<file path="src/rtl/c_syntax_highlight_classifier_defines.svh">
// Assertion macros used by the syntax highlight classifier top level.
`ifndef C_SYNTAX_HIGHLIGHT_CLASSIFIER_DEFINES_SVH
`define C_SYNTAX_HIGHLIGHT_CLASSIFIER_DEFINES_SVH
`ifndef SYNTHESIS
// Same-cycle implication, checked on every rising clk edge out of reset.
`define CHL_ASSERT_NOW(label, ante, cons) \
	label: assert property (@(posedge clk) disable iff (!arst_n) (ante) |-> (cons)) \
		else $error("classifier assertion failed");
// Next-cycle implication.
`define CHL_ASSERT_NEXT(label, ante, cons) \
	label: assert property (@(posedge clk) disable iff (!arst_n) (ante) |=> (cons)) \
		else $error("classifier assertion failed");
`else
`define CHL_ASSERT_NOW(label, ante, cons)
`define CHL_ASSERT_NEXT(label, ante, cons)
`endif
`endif

</file>
<file path="src/rtl/chl_pkg.sv">
// Shared types, constants and keyword tables of the syntax highlight classifier.
package chl_pkg;

	localparam int LOOKAHEAD_DEF = 9;
	localparam int NUM_WORDS     = 23;
	localparam int MAX_WORD_LEN  = 8;
	localparam int CFG_IDX_W     = 2;

	typedef enum logic [2:0] {
		CLS_NORMAL,
		CLS_COMMENT,
		CLS_KEYWORD,
		CLS_DATATYPE,
		CLS_NUMBER
	} cls_t;

	localparam logic [CFG_IDX_W-1:0] CFG_HIGHLIGHT = 2'd0;
	localparam logic [CFG_IDX_W-1:0] CFG_NUMBERS   = 2'd1;
	localparam logic [CFG_IDX_W-1:0] CFG_COMMENTS  = 2'd2;

	localparam logic [6:0] COLOR_NORMAL   = 7'd37;
	localparam logic [6:0] COLOR_COMMENT  = 7'd32;
	localparam logic [6:0] COLOR_KEYWORD  = 7'd95;
	localparam logic [6:0] COLOR_DATATYPE = 7'd34;
	localparam logic [6:0] COLOR_NUMBER   = 7'd33;

	localparam logic [7:0] CH_SLASH = 8'h2F;
	localparam logic [7:0] CH_DOT   = 8'h2E;
	localparam logic [7:0] CH_ZERO  = 8'h30;
	localparam logic [7:0] CH_NINE  = 8'h39;

	// Status of the lookahead window handed to the top level.
	typedef struct packed {
		logic can_emit;
		logic last;
		logic flush;
	} win_stat_t;

	function automatic logic is_sep(input logic [7:0] c);
		case (c)
			8'h00, 8'h20, 8'h09, 8'h0A, 8'h0B, 8'h0C, 8'h0D,
			8'h2C, 8'h2E, 8'h28, 8'h29, 8'h2B, 8'h2D, 8'h2F, 8'h2A,
			8'h3D, 8'h7E, 8'h25, 8'h3C, 8'h3E, 8'h5B, 8'h5D, 8'h3B: return 1'b1;
			default: return 1'b0;
		endcase
	endfunction

	function automatic logic [6:0] color_of(input cls_t cls);
		case (cls)
			CLS_COMMENT:  return COLOR_COMMENT;
			CLS_KEYWORD:  return COLOR_KEYWORD;
			CLS_DATATYPE: return COLOR_DATATYPE;
			CLS_NUMBER:   return COLOR_NUMBER;
			default:      return COLOR_NORMAL;
		endcase
	endfunction

	// Word text right aligned: first character in the highest used byte.
	function automatic logic [8*MAX_WORD_LEN-1:0] word_text(input int k);
		case (k)
			0:  return "switch";
			1:  return "if";
			2:  return "while";
			3:  return "for";
			4:  return "break";
			5:  return "continue";
			6:  return "return";
			7:  return "else";
			8:  return "struct";
			9:  return "union";
			10: return "typedef";
			11: return "static";
			12: return "enum";
			13: return "class";
			14: return "case";
			15: return "int";
			16: return "long";
			17: return "double";
			18: return "float";
			19: return "char";
			20: return "unsigned";
			21: return "signed";
			22: return "void";
			default: return '0;
		endcase
	endfunction

	function automatic logic [3:0] word_len(input int k);
		case (k)
			1:                   return 4'd2;
			3, 15:               return 4'd3;
			7, 12, 14, 16, 19, 22: return 4'd4;
			2, 4, 9, 13, 18:     return 4'd5;
			0, 6, 8, 11, 17, 21: return 4'd6;
			10:                  return 4'd7;
			5, 20:               return 4'd8;
			default:             return 4'd0;
		endcase
	endfunction

	function automatic cls_t word_cls(input int k);
		return (k >= 15) ? CLS_DATATYPE : CLS_KEYWORD;
	endfunction

	function automatic logic [7:0] word_char(input int k, input int m);
		logic [8*MAX_WORD_LEN-1:0] text;
		int len;
		text = word_text(k);
		len = int'(word_len(k));
		if (m >= len)
			return 8'h00;
		return text[8*(len-1-m) +: 8];
	endfunction

endpackage

</file>
<file path="src/rtl/c_syntax_highlight_classifier.sv">
// Mid-row a character's result leaves the window LOOKAHEAD-1 characters later, then passes
// through the output register. Throughput: one character per cycle within a row while out_stall is low.
// On the row's last character the window drains one result per cycle while out_stall is low;
// input is held until the drain has emptied the window (at most LOOKAHEAD characters).
// The window fill and the single output register set this behaviour.
// Reset (arst_n low, asynchronous): empty window, row state cleared, all enables on.
`include "c_syntax_highlight_classifier_defines.svh"

module c_syntax_highlight_classifier #(
	parameter int LOOKAHEAD = chl_pkg::LOOKAHEAD_DEF
) (
	input  logic                          clk,
	input  logic                          arst_n,
	// input transaction: one character of the row
	input  logic                          in_valid,
	output logic                          in_stall,
	input  logic [7:0]                    char_in,
	input  logic                          row_end,
	// output transaction: one classified character
	output logic                          out_valid,
	input  logic                          out_stall,
	output logic [7:0]                    char_out,
	output logic [2:0]                    hl_class,
	output logic [6:0]                    color_code,
	output logic                          last_of_row,
	// configuration write port
	input  logic                          cfg_we,
	input  logic [chl_pkg::CFG_IDX_W-1:0] cfg_index,
	input  logic [0:0]                    cfg_data
);

	localparam int CW = $clog2(LOOKAHEAD + 1);

	logic               highlight_en_q;
	logic               numbers_en_q;
	logic               comments_en_q;

	logic [7:0]         win [LOOKAHEAD];
	logic [CW-1:0]      avail;
	chl_pkg::win_stat_t stat;
	chl_pkg::cls_t      cls;
	chl_pkg::cls_t      shown;
	logic               emit;
	logic               row_done;

	logic               out_valid_q;
	logic [7:0]         char_out_q;
	chl_pkg::cls_t      hl_class_q;
	logic [6:0]         color_code_q;
	logic               last_of_row_q;

	// Configuration registers: index beyond the list is dropped.
	always_ff @(posedge clk or negedge arst_n) begin
		if (!arst_n) begin
			highlight_en_q <= 1'b1;
			numbers_en_q   <= 1'b1;
			comments_en_q  <= 1'b1;
		end else if (cfg_we) begin
			case (cfg_index)
				chl_pkg::CFG_HIGHLIGHT: highlight_en_q <= cfg_data[0];
				chl_pkg::CFG_NUMBERS:   numbers_en_q   <= cfg_data[0];
				chl_pkg::CFG_COMMENTS:  comments_en_q  <= cfg_data[0];
				default: ;
			endcase
		end
	end

	// Advance the head whenever the window offers one and the output register frees up;
	// the output register may be refilled in the cycle its transaction completes.
	assign emit     = stat.can_emit && (!out_valid_q || !out_stall);
	assign row_done = emit && stat.last;

	chl_window #(
		.LOOKAHEAD(LOOKAHEAD)
	) u_window (
		.clk      (clk),
		.arst_n   (arst_n),
		.in_valid (in_valid),
		.in_stall (in_stall),
		.char_in  (char_in),
		.row_end  (row_end),
		.emit     (emit),
		.win      (win),
		.avail    (avail),
		.stat     (stat)
	);

	chl_classify #(
		.LOOKAHEAD(LOOKAHEAD)
	) u_classify (
		.clk         (clk),
		.arst_n      (arst_n),
		.win         (win),
		.avail       (avail),
		.step        (emit),
		.row_done    (row_done),
		.numbers_en  (numbers_en_q),
		.comments_en (comments_en_q),
		.cls         (cls)
	);

	// With highlighting off the row state still runs; only the shown class drops to normal.
	assign shown = highlight_en_q ? cls : chl_pkg::CLS_NORMAL;

	always_ff @(posedge clk or negedge arst_n) begin
		if (!arst_n) begin
			out_valid_q <= 1'b0;
		end else if (emit) begin
			out_valid_q <= 1'b1;
		end else if (!out_stall) begin
			out_valid_q <= 1'b0;
		end
	end

	always_ff @(posedge clk) begin
		if (emit) begin
			char_out_q    <= win[0];
			hl_class_q    <= shown;
			color_code_q  <= chl_pkg::color_of(shown);
			last_of_row_q <= stat.last;
		end
	end

	assign out_valid   = out_valid_q;
	assign char_out    = char_out_q;
	assign hl_class    = hl_class_q;
	assign color_code  = color_code_q;
	assign last_of_row = last_of_row_q;

	// The row drain ends with an empty window and the window never overfills.
	`CHL_ASSERT_NEXT(a_drain_empties, row_done, (avail == '0) && !stat.flush)
	`CHL_ASSERT_NOW(a_window_bound, 1'b1, avail <= CW'(LOOKAHEAD))
	// Normal class and the normal color go together on every valid result.
	`CHL_ASSERT_NOW(a_color_match, out_valid_q,
		(hl_class_q == chl_pkg::CLS_NORMAL) == (color_code_q == chl_pkg::COLOR_NORMAL))

endmodule

</file>
<file path="src/rtl/chl_window.sv">
// Lookahead window: character shift register, fill count and row flush control.
module chl_window #(
	parameter int LOOKAHEAD = chl_pkg::LOOKAHEAD_DEF,
	localparam int CW = $clog2(LOOKAHEAD + 1)
) (
	input  logic               clk,
	input  logic               arst_n,
	input  logic               in_valid,
	output logic               in_stall,
	input  logic [7:0]         char_in,
	input  logic               row_end,
	input  logic               emit,
	output logic [7:0]         win [LOOKAHEAD],
	output logic [CW-1:0]      avail,
	output chl_pkg::win_stat_t stat
);

	logic [7:0]    win_q [LOOKAHEAD];
	logic [CW-1:0] cnt_q;
	logic          flush_q;
	logic          accept;
	logic [CW-1:0] cnt_after;

	assign win   = win_q;
	assign avail = cnt_q;

	assign stat.flush    = flush_q;
	assign stat.can_emit = flush_q || (cnt_q == CW'(LOOKAHEAD));
	assign stat.last     = flush_q && (cnt_q == CW'(1));

	// Hold input during a row drain, and when full with no head leaving.
	assign in_stall  = flush_q || ((cnt_q == CW'(LOOKAHEAD)) && !emit);
	assign accept    = in_valid && !in_stall;
	assign cnt_after = cnt_q - CW'(emit);

	always_ff @(posedge clk) begin
		for (int i = 0; i < LOOKAHEAD; i++) begin
			if (accept && (CW'(i) == cnt_after)) begin
				win_q[i] <= char_in;
			end else if (emit && (i + 1 < LOOKAHEAD)) begin
				win_q[i] <= win_q[(i + 1) % LOOKAHEAD];
			end
		end
	end

	always_ff @(posedge clk or negedge arst_n) begin
		if (!arst_n) begin
			cnt_q   <= '0;
			flush_q <= 1'b0;
		end else begin
			cnt_q <= cnt_after + CW'(accept);
			if (accept && row_end) begin
				flush_q <= 1'b1;
			end else if (emit && stat.last) begin
				flush_q <= 1'b0;
			end
		end
	end

endmodule

</file>
<file path="src/rtl/chl_classify.sv">
// Head-of-window classifier: comment, number and keyword decisions plus row state.
module chl_classify #(
	parameter int LOOKAHEAD = chl_pkg::LOOKAHEAD_DEF,
	localparam int CW = $clog2(LOOKAHEAD + 1)
) (
	input  logic          clk,
	input  logic          arst_n,
	input  logic [7:0]    win [LOOKAHEAD],
	input  logic [CW-1:0] avail,
	input  logic          step,
	input  logic          row_done,
	input  logic          numbers_en,
	input  logic          comments_en,
	output chl_pkg::cls_t cls
);

	logic          after_sep_q, after_sep_n;
	chl_pkg::cls_t prev_cls_q;
	logic          in_comment_q, in_comment_n;
	logic [3:0]    pend_cnt_q, pend_cnt_n;
	chl_pkg::cls_t pend_cls_q, pend_cls_n;

	logic          hit;
	chl_pkg::cls_t hit_cls;
	logic [3:0]    hit_len;
	logic          digit;

	// Match every word in parallel; the earliest word in the list wins.
	always_comb begin
		logic [chl_pkg::NUM_WORDS-1:0] match;
		logic same;
		logic follow;
		match   = '0;
		for (int k = 0; k < chl_pkg::NUM_WORDS; k++) begin
			same = (CW'(chl_pkg::word_len(k)) <= avail);
			for (int m = 0; m < chl_pkg::MAX_WORD_LEN; m++) begin
				if ((m < int'(chl_pkg::word_len(k))) && (win[m] != chl_pkg::word_char(k, m)))
					same = 1'b0;
			end
			// End of row counts as the separator after the word.
			follow = (CW'(chl_pkg::word_len(k)) == avail);
			for (int j = 1; j <= chl_pkg::MAX_WORD_LEN; j++) begin
				if ((j == int'(chl_pkg::word_len(k))) && chl_pkg::is_sep(win[j]))
					follow = 1'b1;
			end
			match[k] = same && follow;
		end
		hit     = 1'b0;
		hit_cls = chl_pkg::CLS_NORMAL;
		hit_len = '0;
		for (int k = chl_pkg::NUM_WORDS - 1; k >= 0; k--) begin
			if (match[k]) begin
				hit     = 1'b1;
				hit_cls = chl_pkg::word_cls(k);
				hit_len = chl_pkg::word_len(k);
			end
		end
	end

	assign digit = (win[0] >= chl_pkg::CH_ZERO) && (win[0] <= chl_pkg::CH_NINE);

	always_comb begin
		cls          = chl_pkg::CLS_NORMAL;
		after_sep_n  = after_sep_q;
		in_comment_n = in_comment_q;
		pend_cnt_n   = pend_cnt_q;
		pend_cls_n   = pend_cls_q;
		if (pend_cnt_q != 4'd0) begin
			cls        = pend_cls_q;
			pend_cnt_n = pend_cnt_q - 4'd1;
		end else if (in_comment_q) begin
			cls = chl_pkg::CLS_COMMENT;
		end else if (comments_en && (win[0] == chl_pkg::CH_SLASH) && (avail > CW'(1))
				&& (win[1] == chl_pkg::CH_SLASH)) begin
			in_comment_n = 1'b1;
			cls          = chl_pkg::CLS_COMMENT;
		end else if (numbers_en && ((digit && (after_sep_q || prev_cls_q == chl_pkg::CLS_NUMBER))
				|| ((win[0] == chl_pkg::CH_DOT) && prev_cls_q == chl_pkg::CLS_NUMBER))) begin
			cls         = chl_pkg::CLS_NUMBER;
			after_sep_n = 1'b0;
		end else if (after_sep_q && hit) begin
			cls         = hit_cls;
			pend_cls_n  = hit_cls;
			pend_cnt_n  = hit_len - 4'd1;
			after_sep_n = 1'b0;
		end else begin
			after_sep_n = chl_pkg::is_sep(win[0]);
		end
	end

	always_ff @(posedge clk or negedge arst_n) begin
		if (!arst_n) begin
			after_sep_q  <= 1'b1;
			prev_cls_q   <= chl_pkg::CLS_NORMAL;
			in_comment_q <= 1'b0;
			pend_cnt_q   <= '0;
			pend_cls_q   <= chl_pkg::CLS_NORMAL;
		end else if (step) begin
			if (row_done) begin
				after_sep_q  <= 1'b1;
				prev_cls_q   <= chl_pkg::CLS_NORMAL;
				in_comment_q <= 1'b0;
				pend_cnt_q   <= '0;
				pend_cls_q   <= chl_pkg::CLS_NORMAL;
			end else begin
				after_sep_q  <= after_sep_n;
				prev_cls_q   <= cls;
				in_comment_q <= in_comment_n;
				pend_cnt_q   <= pend_cnt_n;
				pend_cls_q   <= pend_cls_n;
			end
		end
	end

endmodule

</file>
<file path="config.mk">
export PLATFORM = sky130hd
export DESIGN_NAME = c_syntax_highlight_classifier
export DESIGN_NICKNAME = d
export VERILOG_FILES = /design/src/rtl/chl_pkg.sv /design/src/rtl/c_syntax_highlight_classifier.sv /design/src/rtl/chl_window.sv /design/src/rtl/chl_classify.sv
export VERILOG_INCLUDE_DIRS = /design/src /design/src/rtl
export SDC_FILE = /design/constraint.sdc
export NUM_CORES = 1
export LEC_CHECK = 0
export BUFFER_PORTS_ARGS = -buffer_cell sky130_fd_sc_hd__buf_2
export CAP_MARGIN = 20
export CORE_UTILIZATION = 40
export DETAILED_ROUTE_END_ITERATION = 10
export GPL_TIMING_DRIVEN = 0
export SLEW_MARGIN = 20
export SYNTH_ARGS = -nofsm -noshare
export SYNTH_HDL_FRONTEND = slang
export SYNTH_SLANG_ARGS = --single-unit
</file>
<file path="constraint.sdc">
create_clock -name clk -period 5.31 [get_ports clk]
set_clock_uncertainty 0.2 [all_clocks]
set_input_delay 0.2655 -clock clk [delete_from_list [all_inputs] [get_ports clk]]
set_output_delay 0.2655 -clock clk [all_outputs]
set_load 0.02 [all_outputs]
</file>
# Word-level counts from Yosys, hierarchy flattened
# Cells that the tools add are included.
[classes] addsub=4 n_lt_le_gt_ge=10 n_eq_ne=281 n_mux=244 n_reduce_logical=92
[op_table] op="8-bit by 6-bit equality test with 1-bit output, second input constant" n=113
[op_table] op="8-bit by 7-bit != test with 1-bit output, second input constant" n=72
[op_table] op="8-bit by 4-bit equality test with 1-bit output, second input constant" n=40
[op_table] op="8-bit by 7-bit equality test with 1-bit output, second input constant" n=24
[op_table] op="23-bit OR reduction" n=8
[op_table] op="1-bit two-way mux" n=162
[op_table] op="8-bit two-way mux" n=16
[op_table] op="4-bit two-way mux" n=27
[op_table] op="8-bit zero test" n=8
[op_table] op="2-bit two-way mux" n=24
[op_table] op="1-bit logical AND" n=46
[op_table] op="3-bit two-way mux" n=14
[op_table] op="3-bit by 4-bit equality test with 1-bit output, first input constant" n=8
[op_table] op="7-bit case mux with 4 select lines" n=1
[op_table] op="2-bit nonzero test" n=10
[op_table] op="2-bit by 4-bit equality test with 1-bit output, first input constant" n=4
[op_table] op="3-bit by 4-bit less-or-equal comparator with 1-bit output, first input constant" n=4
[op_table] op="4-bit equality test, first input constant" n=2
[op_table] op="8-bit by 6-bit greater-or-equal comparator with 1-bit output, second input constant" n=1
[op_table] op="2-bit by 4-bit less-or-equal comparator with 1-bit output, first input constant" n=2
[op_table] op="8-bit by 6-bit less-or-equal comparator with 1-bit output, second input constant" n=1
[op_table] op="2-bit != test, second input constant" n=4
[op_table] op="2-bit AND reduction" n=4
[op_table] op="4-bit by 1-bit subtractor with 4-bit output, second input constant" n=2
[op_table] op="24 further kinds" n=34
[totals] ff_bits=112 in_bits=17 output_inout_bits=21 wordCells=655

# Longest topological paths before layout
[depth] ltp_word=40 ltp_mapped=14 ltp_nobuf=13

# By module
# From an unflattened synthesis, not the netlist that was laid out.
[unflattened] hier_cells=758 hier_area_um2=7823.8
[by_module_without_submodules] module="chl_window" instances=1 cells_each=201 area_per_inst_um2=3524.6
[by_module_without_submodules] module="chl_classify" instances=1 cells_each=514 area_per_inst_um2=3520.9
[by_module_without_submodules] module="c_syntax_highlight_classifier" instances=1 cells_each=43 area_per_inst_um2=778.2

# Worst setup path after synthesis
# No wires, ideal clock.
[synth_path] path_type="register -> register" start="register u_window.cnt_q[3], in the netlist u_window.avail[3]" end="register u_window.win_q (netlist bit u_window.win[16]) (data pin)" t_arrival_ns=3.474 t_required_ns=4.850 path_slack_ns=1.376 stages_incl_launch_ff=13 path_buffers=3 period_less_slack_ns=3.934 cell_sequence="dfrtp_1 > buf_1 > nor3b_1 > o21ai_1 > inv_1 > ha_1 > ha_1 > clkbuf_1 > nand2_1 > o22ai_1 > nor2b_1 > clkbuf_1 > mux2_2"
[synth_between] elab_chain_cells=10 elab_cells_between_ends=12 classes_between="add/sub (1); eq/ne (2); mux (1); reduce/logical (8)"
[synth_rtl] element="start, declared" line="chl_window.sv:19" source="logic [CW-1:0] cnt_q;"
[synth_rtl] element="start signal, assigned" line="chl_window.sv:51" source="cnt_q <= cnt_after + CW'(accept);"
[synth_rtl] element="4-bit equality test *" line="chl_window.sv:28" source="assign stat.can_emit = flush_q || (cnt_q == CW'(LOOKAHEAD));"
[synth_rtl] element="1-bit logical OR *" line="chl_window.sv:28"
[synth_rtl] element="1-bit logical AND *" line="c_syntax_highlight_classifier.sv:70" source="assign emit = stat.can_emit && (!out_valid_q || !out_stall);"
[synth_rtl] element="named net emit" line="c_syntax_highlight_classifier.sv:43" source="logic emit;"
[synth_rtl] element="parallel branches: the longest is 5 deep, another holds 4-bit by 1-bit subtractor with 4-bit output"
[synth_rtl] element="1-bit logical AND *" line="chl_window.sv:38" source="if (accept && (CW'(i) == cnt_after)) begin"
[synth_rtl] element="8-bit two-way mux *" line="chl_window.sv:38"
[synth_rtl] element="end signal, assigned by index" line="chl_window.sv:39" source="win_q[i] <= char_in;"
[synth_rtl] element="end signal, assigned by index" line="chl_window.sv:41" source="win_q[i] <= win_q[(i + 1) % LOOKAHEAD];"
[synth_rtl] element="end, declared" line="chl_window.sv:18" source="logic [7:0] win_q [LOOKAHEAD];"
# Mark *: on every way through the listed nets, which the timed path passes.
# A chain may end at the register's enable or synchronous reset.

# Final worst setup path
[layout_path] start="register u_window.cnt_q[2], in the netlist u_window.avail[2]" end="register u_window.win_q (netlist bit u_window.win[33]) (data pin)"
# The elaborated chain is that of the path after synthesis.

==> run metrics <==
post-synthesis register bit count=109; Synth top area share=0.357; drt total wl=28,100 µm; vias per cell=6.48; H-tree Lvls=3; Ant. Diodes=0; Clock transition at path regs=80 ps; vias=6,776; EDFF count, synth=89; Most used DFF post-synth=edfxtp_1; setup slack, reg-to-reg=570 ps; max_cap viols=0; count leader, synth=edfxtp_1; top post-synthesis cells by count=edfxtp_1 (89), nand2_1 (68), mux2_2 (65); first-iteration detailed-routing DRC count=728; Final min period=4740 ps; core box area=18,100 µm²; critical path launch point type=flop; largest net degree at the start of global routing=26; Sink Count=109; CP Class=flop to flop; crit path buf inv count=3; Row Count=49; relative slew slack=0.270; WP data required=5230 ps; 1st-pass router iterations=10; Worst path depth=12; Nets=834; Post-DP HPWL=21,200 µm; vias in the first global route=6,595; Crit-path slowest cell=o21ai_1; post-route ant nets=0; Reg2Reg Capture Point=u_window.win[33]$_DFFE_PP_; CP endpoint kind=flop; PD cells=542 nW/µm²; TritonCTS buffer count=9; worst r2r src=u_window.avail[2]$_DFF_PN0_; Peak Freq=211 MHz; CTS root buffer=clkbuf_16; total global routing overflow=0; first-pass GRT wire length=42,300 µm; GRT Overall Usage=0.298; Clk Latency, worst-skew pair=380 ps; WHS=70.4 ps; Hold Violations, Final=0; I/O Pins=38; leakage power=0.00268 µW; starting density of the core=0.413; async set-reset flop share out of synthesis=0.183; Critical Path AT=4660 ps; Placer Congestion=0.978; crit path to=u_window.win[33]$_DFFE_PP_; Syn Inst Count=756; status=finished with violations; crit path max fanout=10; family with the most delay on the worst path=buffers and inverters; initial antenna violation count=0; worst path cell trace=clkbuf_1, nor3b_1, o21ai_1, clkinvlp_4, ha_1, nand2_1, xor2_1, nand2_1, o22ai_1, nor2b_1, clkbuf_1, mux2_2; CTS tree=yes; crit path launch=u_window.avail[2]$_DFF_PN0_; die width=139 µm; DRC viols=4; Reg2Reg Depth=12; setup TNS=0 ps; period utilization=0.894; slew of the pin with the lowest slew margin=1080 ps; Avg WL per Cell=26.8 µm; failing checks=DRC; Die H=139 µm; syn_nets=778; Mapped Avg Cell Area=9.91 µm²; share of layout cells above drive strength 1=0.197; post-synth cell types=81; Setup Viol. Count Final=0; peak supply drop=224 µV; fin. max-slew vios=0; cell taking the most area after synthesis=edfxtp_1; area growth from synthesis to layout=11.3%; max incr delay on CP=710 ps; top cells by area, synth=edfxtp_1 (36%), mux2_2 (9.8%), dfrtp_1 (5.3%); Hold Path Class=primary input to flop; die area=19,300 µm²; Fillers=1,779; mapped cell area=7490 µm²; sequential cell area fraction in the yosys report=0.424; PortBufs=37; unrepaired setup endpoints after global routing=false; Synthesis Warnings=0; Max clock buf depth=2
==> routing by layer <==
layer,GRT usage,up-vias,share of wire,wire (µm)
met2,0.474,322,0.46,12900
met1,0.413,3357,0.44,12500
met5,0,-,0,0
met3,0.0459,45,0.069,1940
li1,-,3052,-,-
met4,0.0994,0,0.026,733
==> cell usage in the layout, fill, tap and decap left out, types with 11 or more instances in the layout <==
cell type / count
a21oi_1: 19
a31oi_1: 11
buf_2: 38
clkbuf_1: 36
dfrtp_1: 16
edfxtp_1: 89
inv_1: 13
mux2_2: 65
nand2_1: 68
nand2b_1: 18
nand3_1: 34
nand3b_1: 13
nand4_1: 25
nor2_1: 42
nor2b_1: 25
nor3_1: 23
nor4_1: 24
o21ai_0: 22
or4_1: 12
==> cells by family after synthesis <==
| family | count (synthesis) | share of synthesized area |
|---|---|---|
| AOI/OAI and AO/OA | 117 | 0.108 |
| xor gates and xnor gates | 12 | 0.0140 |
| adders and majority gates | 5 | 0.00835 |
| buffers and inverters | 56 | 0.0302 |
| DFF | 109 | 0.424 |
| muxes | 65 | 0.0977 |
| and+or+nand+nor | 392 | 0.318 |
==> report_power, final <==
part           leakage (µW)  internal [µW]  switching (µW)
clock network      0.000151            338             373
logic               0.00144            726            1360
registers           0.00110           1360             363
==> how the worst min path moves through the flow <==
stage | startpoint | end | slack [ps] | depth (start not counted)
after floorplan | arst_n | out_valid$_DFFE_PN0P_ | -230 | 0
after global placement | arst_n | u_classify.pend_cls_q[1]$_DFFE_PN0P_ | 40 | 1
after detailed placement | arst_n | u_classify.in_comment_q$_DFFE_PN0P_ | 50 | 1
after CTS | char_in[2] | u_window.win[2]$_DFFE_PP_ | 60 | 1
after global routing | char_in[3] | u_window.win[3]$_DFFE_PP_ | 60 | 1
final | cfg_we | numbers_en_q$_DFFE_PN1P_ | 70 | 3
==> sequential cells by signal, indices dropped and copies added (netlist names), 2 cells and up <==
| name | flops |
|---|---|
| u_classify.pend_cnt_q | 4 |
| u_window.win | 72 |
| u_classify.pend_cls_q | 2 |
| hl_class | 3 |
| u_classify.prev_cls_q | 3 |
| char_out | 8 |
| u_window.avail | 4 |
| color_code | 5 |
==> area by class of cell <==
cell class	count	area, µm²	share of cell area
sequential	109	3180	0.381
tap	229	287	0.0343
timing repair buffer	44	248	0.0297
clock buffer	9	225	0.0270
multi-input combinational	591	4090	0.490
timing repair inverter	1	5.00	0.000600
clock inverter	7	80.1	0.00960
inverter	14	56.3	0.00675
buffer	42	174	0.0208
==> worst register-to-register path, delay by kind of cell, from the launching register on <==
| family | cells | cell delay (ps) |
|---|---|---|
| xor gates and xnor gates | 1 | 340 |
| and+or+nand+nor | 4 | 650 |
| DFF | 1 | 460 |
| muxes | 1 | 400 |
| buffers and inverters | 3 | 1120 |
| AOI/OAI and AO/OA | 2 | 1070 |
| adders and majority gates | 1 | 280 |
==> timing repair <==
item                                    CTS  global route
hold endpoints to repair                 25             0
hold buffers                              4             0
buffers inserted                          0             3
gates resized for setup                   2             0
cloned                                    0             1
endpoints found under the setup margin   16            71
==> stage by stage <==
| step | util | cell area [µm²] | instances | setup WS, ps | total power, µW |
|---|---|---|---|---|---|
| 2_1_floorplan | - | 7490 | 756 | 1380 | 2970 |
| 3_3_place_gp | 0.439 | 7970 | 1022 | 194 | 3680 |
| 3_5_place_dp | 0.439 | 7970 | 1022 | -46.8 | 3740 |
| 4_1_cts | 0.458 | 8310 | 1042 | 66.0 | 4460 |
| 5_1_grt | 0.460 | 8340 | 1046 | 252 | 4750 |
| 6_report | 0.460 | 8340 | 1046 | 565 | 4520 |
(Power assumes the default switching activity.)
